$ cat src/hw/rtl/mud64_pkg.sv
package mud64_pkg;

    // Datagram limits
    localparam int MAX_PACKET_BYTES = 1400;
    localparam int POS_W            = 11;
    localparam int HDR_SESSION      = 10;
    localparam int HDR_SEQ_END      = 18;
    localparam int HDR_TOTAL        = 20;

    localparam int TDATA_W = 144;
    localparam int TUSER_W = 3;

    typedef enum logic [2:0] {
        KIND_SESSION  = 3'd0,
        KIND_SEQUENCE = 3'd1,
        KIND_COUNT    = 3'd2,
        KIND_MSG_LEN  = 3'd3,
        KIND_PAYLOAD  = 3'd4,
        KIND_IGNORED  = 3'd5
    } t_kind;

    typedef enum logic [1:0] {
        ST_OK          = 2'd0,
        ST_SHORT_HDR   = 2'd1,
        ST_PART_MSGHDR = 2'd2,
        ST_PART_DATA   = 2'd3
    } t_status;

    // One input item
    typedef struct packed {
        logic [7:0] data_byte;
        logic       last_byte;
    } t_in_item;

    // One result item
    typedef struct packed {
        t_kind       byte_kind;
        logic [7:0]  byte_value;
        logic [15:0] message_index;
        logic [15:0] msg_length;
        logic [15:0] payload_offset;
        logic        message_end;
        logic        header_done;
        logic [63:0] sequence_number;
        logic [15:0] message_count;
        logic        packet_end;
        t_status     status;
    } t_result;

endpackage

$ cat src/hw/rtl/mud64_in_stage.sv
module mud64_in_stage
    import mud64_pkg::*;
(
    input  logic     i_clk,
    input  logic     i_rst_n,
    input  logic     i_valid,
    input  t_in_item i_item,
    output logic     o_ready,
    output logic     o_valid,
    output t_in_item o_item,
    input  logic     i_ready
);

    logic     r_valid;
    t_in_item r_item;

    // Register frees up whenever the downstream takes the held item
    assign o_ready = !r_valid || i_ready;
    assign o_valid = r_valid;
    assign o_item  = r_item;

    always_ff @(posedge i_clk) begin
        if (!i_rst_n) begin
            r_valid <= 1'b0;
        end else if (o_ready) begin
            r_valid <= i_valid;
        end
        if (o_ready && i_valid) begin
            r_item <= i_item;
        end
    end

endmodule

$ cat src/hw/rtl/mud64_parser.sv
module mud64_parser
    import mud64_pkg::*;
(
    input  logic     i_clk,
    input  logic     i_rst_n,
    input  logic     i_valid,
    input  t_in_item i_item,
    output logic     o_ready,
    output logic     o_valid,
    output t_result  o_result,
    input  logic     i_ready
);

    typedef enum logic [2:0] {
        PH_HEADER  = 3'd0,
        PH_LEN_HI  = 3'd1,
        PH_LEN_LO  = 3'd2,
        PH_PAYLOAD = 3'd3,
        PH_DONE    = 3'd4
    } t_phase;

    logic [POS_W-1:0] r_pos, n_pos;
    t_phase           r_phase, n_phase;
    logic [63:0]      r_seq, n_seq;
    logic [15:0]      r_count, n_count;
    logic [15:0]      r_msgs, n_msgs;
    logic [15:0]      r_cur_len, n_cur_len;
    logic [15:0]      r_left, n_left;
    logic [7:0]       r_len_hi, n_len_hi;

    logic    r_out_valid;
    t_result r_out, n_out;

    logic        take;
    logic [7:0]  b;
    logic [15:0] msgs_inc;
    logic [15:0] new_len;
    logic [15:0] left_dec;
    logic        hdone;

    assign o_ready  = !r_out_valid || i_ready;
    assign take     = i_valid && o_ready;
    assign o_valid  = r_out_valid;
    assign o_result = r_out;

    assign b        = i_item.data_byte;
    assign msgs_inc = r_msgs + 16'd1;
    assign new_len  = {r_len_hi, b};
    assign left_dec = r_left - 16'd1;

    always_comb begin
        n_pos     = r_pos;
        n_phase   = r_phase;
        n_seq     = r_seq;
        n_count   = r_count;
        n_msgs    = r_msgs;
        n_cur_len = r_cur_len;
        n_left    = r_left;
        n_len_hi  = r_len_hi;

        n_out                = '0;
        n_out.byte_kind      = KIND_IGNORED;
        n_out.byte_value     = b;
        n_out.packet_end     = i_item.last_byte;
        n_out.status         = ST_OK;

        if (r_pos < POS_W'(MAX_PACKET_BYTES)) begin
            n_pos = r_pos + POS_W'(1);
            case (r_phase)
                PH_HEADER: begin
                    if (r_pos < POS_W'(HDR_SESSION)) begin
                        n_out.byte_kind = KIND_SESSION;
                    end else if (r_pos < POS_W'(HDR_SEQ_END)) begin
                        n_out.byte_kind = KIND_SEQUENCE;
                        n_seq = {r_seq[55:0], b};
                    end else begin
                        n_out.byte_kind = KIND_COUNT;
                        n_count = {r_count[7:0], b};
                        if (r_pos == POS_W'(HDR_TOTAL - 1)) begin
                            n_phase = ({r_count[7:0], b} == 16'd0) ? PH_DONE : PH_LEN_HI;
                        end
                    end
                end
                PH_LEN_HI: begin
                    n_out.byte_kind     = KIND_MSG_LEN;
                    n_out.message_index = r_msgs;
                    n_len_hi = b;
                    n_phase  = PH_LEN_LO;
                end
                PH_LEN_LO: begin
                    n_out.byte_kind      = KIND_MSG_LEN;
                    n_out.message_index  = r_msgs;
                    n_out.msg_length     = new_len;
                    n_cur_len = new_len;
                    if (new_len == 16'd0) begin
                        // empty message ends on its second length byte
                        n_out.message_end = 1'b1;
                        n_msgs  = msgs_inc;
                        n_phase = (msgs_inc == r_count) ? PH_DONE : PH_LEN_HI;
                    end else begin
                        n_left  = new_len;
                        n_phase = PH_PAYLOAD;
                    end
                end
                PH_PAYLOAD: begin
                    n_out.byte_kind      = KIND_PAYLOAD;
                    n_out.message_index  = r_msgs;
                    n_out.msg_length     = r_cur_len;
                    n_out.payload_offset = r_cur_len - r_left;
                    n_left = left_dec;
                    if (left_dec == 16'd0) begin
                        n_out.message_end = 1'b1;
                        n_msgs  = msgs_inc;
                        n_phase = (msgs_inc == r_count) ? PH_DONE : PH_LEN_HI;
                    end
                end
                default: begin
                    n_out.byte_kind = KIND_IGNORED;
                end
            endcase
        end

        hdone = (n_phase != PH_HEADER);
        n_out.header_done     = hdone;
        n_out.sequence_number = hdone ? n_seq : 64'd0;
        n_out.message_count   = hdone ? n_count : 16'd0;

        if (i_item.last_byte) begin
            case (n_phase)
                PH_HEADER:  n_out.status = ST_SHORT_HDR;
                PH_LEN_HI:  n_out.status = ST_PART_MSGHDR;
                PH_LEN_LO:  n_out.status = ST_PART_MSGHDR;
                PH_PAYLOAD: n_out.status = ST_PART_DATA;
                default:    n_out.status = ST_OK;
            endcase
            // fresh state for the next datagram
            n_pos     = '0;
            n_phase   = PH_HEADER;
            n_seq     = '0;
            n_count   = '0;
            n_msgs    = '0;
            n_cur_len = '0;
            n_left    = '0;
            n_len_hi  = '0;
        end
    end

    always_ff @(posedge i_clk) begin
        if (!i_rst_n) begin
            r_out_valid <= 1'b0;
            r_pos       <= '0;
            r_phase     <= PH_HEADER;
            r_seq       <= '0;
            r_count     <= '0;
            r_msgs      <= '0;
            r_cur_len   <= '0;
            r_left      <= '0;
            r_len_hi    <= '0;
        end else begin
            if (o_ready) begin
                r_out_valid <= i_valid;
            end
            if (take) begin
                r_pos     <= n_pos;
                r_phase   <= n_phase;
                r_seq     <= n_seq;
                r_count   <= n_count;
                r_msgs    <= n_msgs;
                r_cur_len <= n_cur_len;
                r_left    <= n_left;
                r_len_hi  <= n_len_hi;
            end
        end
        if (take) begin
            r_out <= n_out;
        end
    end

endmodule

$ cat src/hw/rtl/moldudp64_packet_deframer.sv
// MoldUDP64 deframer. Feed the UDP payload one byte per item on the slave
// stream with tlast on the final byte of the datagram; every byte comes back
// as exactly one result item, labelled in tuser with its role (session,
// sequence, count, message length, payload, ignored) and carrying in tdata
// the message index, declared length, payload offset, end-of-message flag,
// the assembled header fields once the 20-byte header is complete, and on
// tlast a status (ok, short header, incomplete message header, incomplete
// data). Payload is forwarded as it arrives, so truncation is only reported
// at the end. Bytes past the counted messages or past MAX_PACKET_BYTES
// (1400) are marked ignored. Throughput is one byte per cycle while results
// are taken; each byte passes through one input register, then the parse
// logic (phase, 16-bit counters and subtracts) feeding the result register.
// While a result waits downstream the parser holds, the input register takes
// one more item and then tready drops until the result is taken.
module moldudp64_packet_deframer
    import mud64_pkg::*;
(
    input  logic               i_clk,
    input  logic               i_rst_n,
    input  logic               i_s_axis_tvalid,
    output logic               o_s_axis_tready,
    input  logic [7:0]         i_s_axis_tdata,   // data_byte[7:0]
    input  logic               i_s_axis_tlast,   // last_byte
    output logic               o_m_axis_tvalid,
    input  logic               i_m_axis_tready,
    // byte_value[7:0], message_index[23:8], msg_length[39:24],
    // payload_offset[55:40], message_end[56], header_done[57],
    // sequence_number[121:58], message_count[137:122], status[139:138],
    // zero pad[143:140]
    output logic [TDATA_W-1:0] o_m_axis_tdata,
    output logic [TUSER_W-1:0] o_m_axis_tuser,   // byte_kind[2:0]
    output logic               o_m_axis_tlast    // packet_end
);

    t_in_item in_item;
    t_in_item stg_item;
    logic     stg_valid;
    logic     stg_ready;
    t_result  res;

    assign in_item.data_byte = i_s_axis_tdata;
    assign in_item.last_byte = i_s_axis_tlast;

    // input register
    mud64_in_stage u_in_stage (
        .i_clk   (i_clk),
        .i_rst_n (i_rst_n),
        .i_valid (i_s_axis_tvalid),
        .i_item  (in_item),
        .o_ready (o_s_axis_tready),
        .o_valid (stg_valid),
        .o_item  (stg_item),
        .i_ready (stg_ready)
    );

    // header/message tracking and result register
    mud64_parser u_parser (
        .i_clk    (i_clk),
        .i_rst_n  (i_rst_n),
        .i_valid  (stg_valid),
        .i_item   (stg_item),
        .o_ready  (stg_ready),
        .o_valid  (o_m_axis_tvalid),
        .o_result (res),
        .i_ready  (i_m_axis_tready)
    );

    assign o_m_axis_tdata = {4'd0,
                             res.status,
                             res.message_count,
                             res.sequence_number,
                             res.header_done,
                             res.message_end,
                             res.payload_offset,
                             res.msg_length,
                             res.message_index,
                             res.byte_value};
    assign o_m_axis_tuser = res.byte_kind;
    assign o_m_axis_tlast = res.packet_end;

endmodule
$ cat config.mk
export PLATFORM = sky130hd
export DESIGN_NAME = moldudp64_packet_deframer
export DESIGN_NICKNAME = d
export VERILOG_FILES = /design/src/hw/rtl/mud64_pkg.sv /design/src/hw/rtl/mud64_in_stage.sv /design/src/hw/rtl/mud64_parser.sv /design/src/hw/rtl/moldudp64_packet_deframer.sv
export SDC_FILE = /design/constraint.sdc
export NUM_CORES = 1
export LEC_CHECK = 0
export ABC_AREA = 1
export BUFFER_PORTS_ARGS = -buffer_cell sky130_fd_sc_hd__buf_2
export CAP_MARGIN = 25
export CORE_ASPECT_RATIO = 0.5
export CORE_MARGIN = 2
export CORE_UTILIZATION = 55
export DETAILED_ROUTE_END_ITERATION = 8
export PLACE_DENSITY = 0.76
export RECOVER_POWER = 25
export SLEW_MARGIN = 20
export SYNTH_ARGS = -nofsm -noshare
export SYNTH_HDL_FRONTEND = slang
export SYNTH_HIERARCHICAL = 1
export SYNTH_SLANG_ARGS = --single-unit
$ cat constraint.sdc
create_clock -name i_clk -period 5.2 [get_ports i_clk]
set_input_delay 0.52 -clock i_clk [delete_from_list [all_inputs] [get_ports i_clk]]
set_output_delay 0.52 -clock i_clk [all_outputs]
set_load 0.02 [all_outputs]
== Yosys cells after proc, flatten, opt, wreduce, memory -nomap -nowiden ==
Cells that the tools add are included.

* Register bits: 305
* Bits of input ports: 13
* Output and inout port bits: 150
* Word-level logic and storage cells: 112

* Add/subtract/negate cells: 4
* Magnitude comparators: 3
* Eq/ne operators: 11
* Muxes and demuxes: 45
* Reduce and logical (&&, ||, !) cells: 26

{| class="wikitable"
|+ Operators by type and width
! kind !! count
|-
| 64-bit 2-to-1 mux || 5
|-
| 16-bit 2-to-1 mux || 15
|-
| 16-bit case mux with 2 select lines || 3
|-
| 16-bit logical NOT || 3
|-
| 3-bit 2-to-1 mux || 10
|-
| 8-bit 2-to-1 mux || 3
|-
| 11-bit 2-to-1 mux || 2
|-
| 16-bit by 1-bit adder with 16-bit output (second input constant) || 1
|-
| 16-bit equality test || 1
|-
| 16-bit by 1-bit subtractor with 16-bit output (second input constant) || 1
|-
| 16-bit subtractor || 1
|-
| 3-bit by 2-bit equality test with 1-bit output (second input constant) || 4
|-
| 3-bit case mux with 4 select lines || 1
|-
| 11-bit by 1-bit adder with 11-bit output (second input constant) || 1
|-
| 11-bit by 5-bit equality test with 1-bit output (second input constant) || 1
|-
| 11-bit < comparator (second input constant) || 1
|-
| 11-bit by 4-bit < comparator with 1-bit output (second input constant) || 1
|-
| 11-bit by 5-bit < comparator with 1-bit output (second input constant) || 1
|-
| 3-bit case mux with 3 select lines || 1
|-
| 3-bit by 1-bit equality test with 1-bit output (second input constant) || 2
|-
| 3-bit logical NOT || 2
|-
| 3-bit by 2-bit inequality test with 1-bit output (second input constant) || 2
|-
| 2-bit case mux with 3 select lines || 1
|-
| 2-bit AND reduction || 3
|-
| other kinds (14) || 23
|}

== Depth between registers and ports, before layout ==
Gate-level depths: netlist (run 1).

* Depth in word-level cells: 10
* Mapped depth: 19

== By module ==
Netlist (run 1), hierarchy kept.

{| class="wikitable"
|+ Modules (own cells, without submodules)
! module !! times used !! cells each !! area each (um^2) !! seq. area each (um^2)
|-
| mud64_parser || 1 || 1710 || 14222.4 || 7347.0
|-
| mud64_in_stage || 1 || 16 || 321.6 || 290.3
|-
| moldudp64_packet_deframer || 1 || 5 || 33.8 || 0.0
|}

== Worst setup path before layout (run 1) ==
OpenSTA, ideal clock, no wires.

* Kind: in2reg
* Start point: input i_m_axis_tready
* End point: register u_parser.r_out (netlist bit u_parser/o_result[0]) (enable)
* Setup time: 496 ps
* Data arrival time: 3776 ps
* Required time: 4704 ps
* Setup slack: 928 ps
* Cell stages on the path: 5
* Buffers on the path: 1
* Path through: inv_1 -> nand2_1 -> nand2_1 -> clkbuf_1 -> inv_1

* Cells in the longest elaborated chain, start to end: 2

{| class="wikitable"
|+ Ends and longest elaborated chain
! item !! RTL line !! source
|-
| start: declaration || moldudp64_packet_deframer.sv:25 || <nowiki>input logic i_m_axis_tready,</nowiki>
|-
| 1-bit logical OR || mud64_parser.sv:41 || <nowiki>assign o_ready = !r_out_valid || i_ready;</nowiki>
|-
| named net stg_ready || moldudp64_packet_deframer.sv:38 || <nowiki>logic stg_ready;</nowiki>
|-
| 1-bit logical AND || mud64_parser.sv:42 || <nowiki>assign take = i_valid && o_ready;</nowiki>
|-
| named net u_parser.take || mud64_parser.sv:34 || <nowiki>logic take;</nowiki>
|-
| end signal: assignment || mud64_parser.sv:175 || <nowiki>r_out <= n_out;</nowiki>
|-
| end: declaration || mud64_parser.sv:32 || <nowiki>t_result r_out, n_out;</nowiki>
|}

The timed path passes the listed nets, and every way through them passes these cells.
A chain may end at the register's enable or synchronous reset.

== Worst setup path after layout (run 1) ==
* Start point: register u_parser.r_phase[1]
* End point: register u_parser.r_out (netlist bit u_parser/o_result[17]), data pin

* Cells in the longest elaborated chain, start to end: 6
* Elaborated cells between the ends (all ways): 13
* Those cells by class: eq/ne: 3; mux: 8; reduce/logical: 2

{| class="wikitable"
|+ Ends and longest elaborated chain
! item !! RTL line !! source
|-
| start: declaration || mud64_parser.sv:23 || <nowiki>t_phase r_phase, n_phase;</nowiki>
|-
| start signal: assignment || mud64_parser.sv:165 || <nowiki>r_phase <= n_phase;</nowiki>
|-
| 3-bit 2-to-1 mux || mud64_parser.sv:79 || <nowiki>if (r_pos == POS_W'(HDR_TOTAL - 1)) begin</nowiki>
|-
| 3-bit 2-to-1 mux || mud64_parser.sv:73 || <nowiki>end else if (r_pos < POS_W'(HDR_SEQ_END)) begin</nowiki>
|-
| 3-bit 2-to-1 mux || mud64_parser.sv:71 || <nowiki>if (r_pos < POS_W'(HDR_SESSION)) begin</nowiki>
|-
| 3-bit case mux with 4 select lines || mud64_parser.sv:69 || <nowiki>case (r_phase)</nowiki>
|-
| 3-bit 2-to-1 mux || mud64_parser.sv:67 || <nowiki>if (r_pos < POS_W'(MAX_PACKET_BYTES)) begin</nowiki>
|-
| 3-bit nonzero test || mud64_parser.sv:123 || <nowiki>hdone = (n_phase != PH_HEADER);</nowiki>
|}

Several ways; a longest one is shown, not always the timed one.

==> results of run 1 <==
## cells in the mapped netlist, types with 14 or more instances
cell      count
inv_2        35
edfxtp_1    153
nand2_1     510
dfxtp_1     152
ha_1         19
a32o_1       14
mux2_2       56
nand3_1      60
inv_1       173
o21ai_0      65
nor2_1      132
a21oi_1     174
nor3_1       15
clkbuf_1     48
## cells in the final DEF (no fill, tap or decap), types with 11 or more instances in the layout
cell type	netlist	routed
edfxtp_1	153	153
dfxtp_1	152	152
nor2_1	132	131
inv_1	173	173
xor2_1	11	11
clkbuf_16	0	29
inv_2	35	33
nor3_1	15	15
mux2_2	56	56
a21oi_1	174	174
buf_2	11	34
o21ai_0	65	65
nand2_1	510	509
a32o_1	14	14
clkbuf_1	48	135
ha_1	19	19
nand3_1	60	60
## registers in the layout (all words and copies together) (netlist names)
name and cells:
u_parser/o_result 144, u_parser/r_seq 64, u_parser/r_count 16, u_parser/r_cur_len 16, u_parser/r_left 16, u_parser/r_msgs 16
u_parser/r_pos 11, u_in_stage/o_item 9, u_parser/r_len_hi 8, u_parser/r_phase 3, u_in_stage/o_valid 1, u_parser/o_valid 1
## metrics by stage
step | power (mW) | util [%] | cell area, um^2 | std cells
after detailed placement | 3.117 | 59.53 | 15610 | 2182
final | 5.124 | 62.39 | 16360 | 2234
after floorplan | 2.988 | - | 14590 | 1734
after global placement | 3.113 | 59.50 | 15600 | 2182
after CTS | 5.158 | 63.01 | 16520 | 2234
after global routing | 5.311 | 62.39 | 16360 | 2234
## power by group through the flow
stage | clock, mW | sequential, mW | combinational, mW
after floorplan | 0 | 2.72 | 0.267
after global placement | 0 | 2.67 | 0.441
after detailed placement | 0 | 2.67 | 0.444
after CTS | 2.09 | 2.62 | 0.448
after global routing | 2.20 | 2.63 | 0.487
final | 2.06 | 2.62 | 0.442
## cell type report
class	instances	area, um^2	area share (%)
multi-input combinational	1144	5842	35.71
clock buffer	45	847.1	5.177
timing repair buffer	170	730.7	4.466
inverter	211	798.3	4.879
sequential	305	7637	46.68
clock inverter	7	65.06	0.3977
tap	352	440.4	2.692
## per-layer routing
metal	vias up	share of wire, %
met5	-	0
met4	0	2.8
met3	72	6.7
met2	425	46
met1	5681	45
li1	5930	-
## logic make-up (layout without fill, tap and decap cells)
kind of cell	after synthesis	count (layout)	synth area share, %
xor gates and xnor gates	15	15	1.245
other	1	4	0.02572
adders and majority gates	20	20	1.768
AOI/OAI and AO/OA	293	293	11.28
buffers and inverters	285	433	7.845
and+or+nand+nor	756	756	21.12
muxes	56	56	4.326
DFF	305	305	52.39
## final timing paths
| check | start | end | slack [ns] | cells after the start |
|---|---|---|---|---|
| worst max register to register | u_parser/r_phase[1]$_SDFFE_PN0P_ | u_parser/o_result[17]$_SDFFCE_PN0P_ | 1.63 | 14 |
| worst min register to register | u_parser/r_cur_len[0]$_SDFFE_PN0P_ | u_parser/r_cur_len[0]$_SDFFE_PN0P_ | 0.47 | 2 |
| worst max-delay path | u_parser/r_phase[1]$_SDFFE_PN0P_ | u_parser/o_result[17]$_SDFFCE_PN0P_ | 1.63 | 14 |
| worst min-delay path | i_s_axis_tdata[5] | u_in_stage/o_item[6]$_DFFE_PP_ | 0.13 | 1 |
==> impl_metrics.tcl, run 1 <==
set metrics [dict create \
    dp_hpwl_um 24970 \
    antenna_found_initial 0 \
    synth_area_leaders "edfxtp_1 32%, dfxtp_1 21%, nand2_1 13%" \
    holdBufCountCts 0 \
    drc 0 \
    cts_made_buffers 28 \
    clock-root-buffer "clkbuf_16" \
    fmax_mhz 280.1 \
    cp_top_family "simple AND/OR/NAND/NOR gates" \
    tightest_slew_ns 1.871 \
    fillers 2346 \
    grt_use_met1_pct 36.92 \
    grt.overflow.total 0 \
    seqPwrFrac_pct 51.2 \
    yosysWarnings 6 \
    htreeDepth 1 \
    vias 12110 \
    place_ws_ns 1.737 \
    hp-class "input pin to flip-flop" \
    n_antenna_cell 0 \
    grt_pass1_vias 11000 \
    drt_wl_total_um 36750 \
    ir_drop_mv 0.2507 \
    dr.pass1.iters 6 \
    syn2layout_area_growth_pct 12.23 \
    grt_usage_pct 26.01 \
    start_util_pct 55.59 \
    core_um2 26220 \
    required_ns 5.62 \
    critPathLaunchType "flip-flop" \
    cts_resized 0 \
    grt_busiest_layer "met2" \
    die_area_um2 27900 \
    crit_top_cell "inv_1" \
    syn_area_per_cell_um2 8.422 \
    p_switching_mw 1.267 \
    slowest_stage "buf_4" \
    grt_first_pass_wirelength_um 57310 \
    cts_sinks 305 \
    cp.arrival_ns 3.99 \
    combinationalPowerShare_pct 8.6 \
    fin_worst_skew_ns 0.02615 \
    max_stage_delay_ns 0.62 \
    endpoint_kind "flip-flop" \
    critPathKind "flip-flop to flip-flop" \
    internal_power_mw 3.857 \
    finalMaxSlewViolations 34 \
    swShare_pct 24.72 \
    cellPowerDensity_nw_per_um2 313.2 \
    hold_viol 0 \
    numPortBuffers 158 \
    synthFlopType "edfxtp_1" \
    postRouteAntennaNets 0 \
    p_leak_nw 6.683 \
    wl_per_cell_um 16.45 \
    cap_violations 1 \
    fin_crit_ns 3.570 \
    status "complete, but fails checks" \
    clkLatencyLatePin_ns 0.56 \
    fin_crit_sh_pct 68.66 \
    routabilityCongestion 0.9372 \
    rows 42 \
    final_nets 1893 \
    final.setup.worst_slack_ns 1.630 \
    setup_tns_ns 0 \
    crit_buf_inv 6 \
    rsz0062_at_grt "no" \
    gr-usage-met2_pct 41.46 \
    slew_headroom_pct -24.70 \
    layout-drive-gt1-share_pct 10.89 \
    synthArstFlopShare_pct 0 \
    gr-usage-met3_pct 3.927 \
    clockBufferDepth 3 \
    fp.dieW_um 234.2 \
    path_cells "inv_1 > nor2_1 > inv_1 > nor2_2 > inv_2 > nor2_1 > buf_4 > nand3_1 > nand2_1 > a21boi_2 > nand3_4 > buf_4 > nand2_1 > inv_1" \
    synth.ff_latch_count 305 \
    violations "capacitance limit, slew limit" \
    ios 163 \
    setup_viol 0 \
    power_frac_clock_pct 40.2 \
    die_y_um 119.1 \
    cts_tree "done" \
    crit_path_max_fanout 72 \
    syn_inst 1731 \
    ys_seq_area_share_pct 52.39 \
    synthDistinctLibCells 56 \
    via_per_inst 5.420 \
    clk_pin_slew_worst_paths_ns 0.07 \
    post-cts-setup-buffer-count 0 \
    hold-worst-slack_ns 0.1309 \
    synth_top_cell_by_area "edfxtp_1" \
    first_iter_violations 1149 \
    syn_area_um2 14580 \
    synth-edff-count 153 \
    synth_top_area_share_pct 31.52 \
    grt_max_degree 92 \
]
Power figures use the tool's default switching activity.
==> run 2, diff against run 1 <==
clock period = 3.3 ns   (was 5.2 ns; I/O delays follow)
==> run 2 against run 1 <==
Net effect:
- the run still ends with capacitance limit, slew limit left
- non-clock buffer count rose by 25
- clock power rose by 64%
- design area rose by 1.8%
- hold slack got worse by 0.075 ns
- clock skew fell by 0.015 ns
- critical path depth fell by 7
- worst setup slack got worse by 1.4 ns
- sequential power rose by 58%
- global-route usage rose by 0.051 points
- maximum frequency rose by 18%
- utilization rose by 1.1 points
- cell count rose by 1.0%
==> impl_metrics.tcl, run 2 (synthesized netlist as in run 1, its figures left out) <==
set metrics [dict create \
    setup_viol 0 \
    fin_worst_skew_ns 0.01133 \
    grt_usage_pct 26.06 \
    max_stage_delay_ns 1.31 \
    status "complete, but fails checks" \
    postRouteAntennaNets 0 \
    finalInstanceArea_um2 16650 \
    setup_tns_ns 0 \
    antenna_found_initial 0 \
    slew_headroom_pct -22.12 \
    crit_path_max_fanout 33 \
    crit_top_cell "inv_1" \
    tightest_slew_ns 1.832 \
    post-cts-setup-buffer-count 0 \
    startpoint "u_in_stage/o_item[0]$_DFFE_PP_" \
    hold_viol 0 \
    required_ns 3.79 \
    fmax_mhz 329.8 \
    utilization_pct 63.51 \
    grt_pass1_vias 11140 \
    final_nets 1917 \
    n_antenna_cell 0 \
    wl_per_cell_um 16.18 \
    clock-root-buffer "clkbuf_16" \
    vias 12180 \
    clockBufferDepth 3 \
    cap_violations 1 \
    cp.arrival_ns 3.52 \
    largest_reg_flops 144 \
    drc 0 \
    die_area_um2 27900 \
    wl_met3_um 2778 \
    grt.overflow.total 0 \
    layout-drive-gt1-share_pct 11.71 \
    slowest_stage "clkbuf_1" \
    drt_wl_total_um 36510 \
    finalMaxSlewViolations 34 \
    htreeDepth 1 \
    clk_pin_slew_worst_paths_ns 0.07 \
    hold_start "i_s_axis_tvalid" \
    instances_no_fill 2257 \
    fin_crit_ns 3.032 \
    grt_max_degree 86 \
    rows 42 \
    dr.pass1.iters 6 \
    hp-class "input pin to flip-flop" \
    endpoint_kind "flip-flop" \
    grt_first_pass_wirelength_um 57460 \
    p_leak_nw 6.809 \
    critPathKind "flip-flop to flip-flop" \
    cts_sinks 305 \
    cts_made_buffers 27 \
    dp_hpwl_um 25100 \
    start_util_pct 55.59 \
    place_area_um2 15790 \
    wl_met2_um 16510 \
    cts_tree "done" \
    fp.dieW_um 234.2 \
    met1_length_um 16340 \
    top_layer "met4" \
    path_cells "clkbuf_1 > nor2_1 > inv_1 > nand3_1 > inv_1 > o221ai_1 > a21oi_1" \
    layout_common_cells "509 x nand2_1, 174 x a21oi_1, 173 x inv_1" \
    via_per_inst 5.395 \
    ios 163 \
    critPathLaunchType "flip-flop" \
    first_iter_violations 1081 \
    cellPowerDensity_nw_per_um2 493.7 \
    dp.cells 2198 \
    rsz0062_at_grt "no" \
    routabilityCongestion 0.9315 \
    violations "capacitance limit, slew limit" \
    totalPowerFinal_mw 8.223 \
    ir_drop_mv 0.3992 \
    clkLatencyLatePin_ns 0.56 \
    numPortBuffers 158 \
    die_y_um 119.1 \
    syn2layout_area_growth_pct 14.25 \
    fin_crit_sh_pct 91.89 \
    core_um2 26220 \
    mostFrequentLayoutCell "nand2_1" \
    r2r-start "u_in_stage/o_item[0]$_DFFE_PP_" \
]
## run 2: cell count changes in the layout (fill, tap and decap cells not counted), moves of 3 or more
cell	delta
dlygate4sd3_1	+9
buf_4	+7
buf_12	+6
bufinv_16	+3
clkbuf_1	-6
clkinv_2	+3
clkinvlp_4	+3
## run 2: per-layer routing
layer  GRT usage [%]  vias up
met1           36.58     5691
li1                -     5987
met4           7.397        0
met5               0        -
met3           5.029       50
met2           41.21      449
## run 2: report_power, final
group | total, mW | internal, mW | switching [mW]
Sequential | 4.13 | 4.07 | 0.0619
Combinational | 0.723 | 0.195 | 0.528
Clock | 3.37 | 1.92 | 1.46
## run 2: what timing repair did
item / in CTS / in global routing
gates resized for setup: 0 / 0
hold buffers: 9 / 0
endpoints found under the hold margin: 9 / 0
## run 2: layout make-up
class / instances / area (um^2)
Fill cell: 2269 / 9568
Sequential cell: 305 / 7637
Inverter: 211 / 797.0
Clock buffer: 32 / 734.5
Tap cell: 352 / 440.4
Clock inverter: 18 / 211.5
Timing Repair Buffer: 195 / 1006
Multi-Input combinational cell: 1144 / 5828
## run 2: final timing paths
check	cells past startpoint	endpoint	slack, ns
hold / removal	3	u_in_stage/o_valid$_SDFFE_PN0P_	0.06
hold reg to reg	2	u_parser/r_seq[56]$_SDFFE_PN0P_	0.47
setup / recovery	7	u_parser/r_left[2]$_SDFFE_PN0P_	0.27
setup reg to reg	7	u_parser/r_left[2]$_SDFFE_PN0P_	0.27
## run 2: metrics by stage
stage / hold WS, ns / setup WS [ns]
after global placement: 0.4487 / 0.3847
after CTS: 0.02955 / 0.3510
after detailed placement: 0.4553 / 0.3572
final: 0.05559 / 0.2678
after global routing: 0.03875 / 0.07143
after floorplan: 0.4244 / 0.01546
## run 2: worst max-delay path: cells and delay by family, from the launching register on
family | cells | cell delay, ns
AOI/OAI and AO/OA | 2 | 0.38
buffers and inverters | 3 | 1.86
DFF | 1 | 0.35
and+or+nand+nor | 2 | 0.34
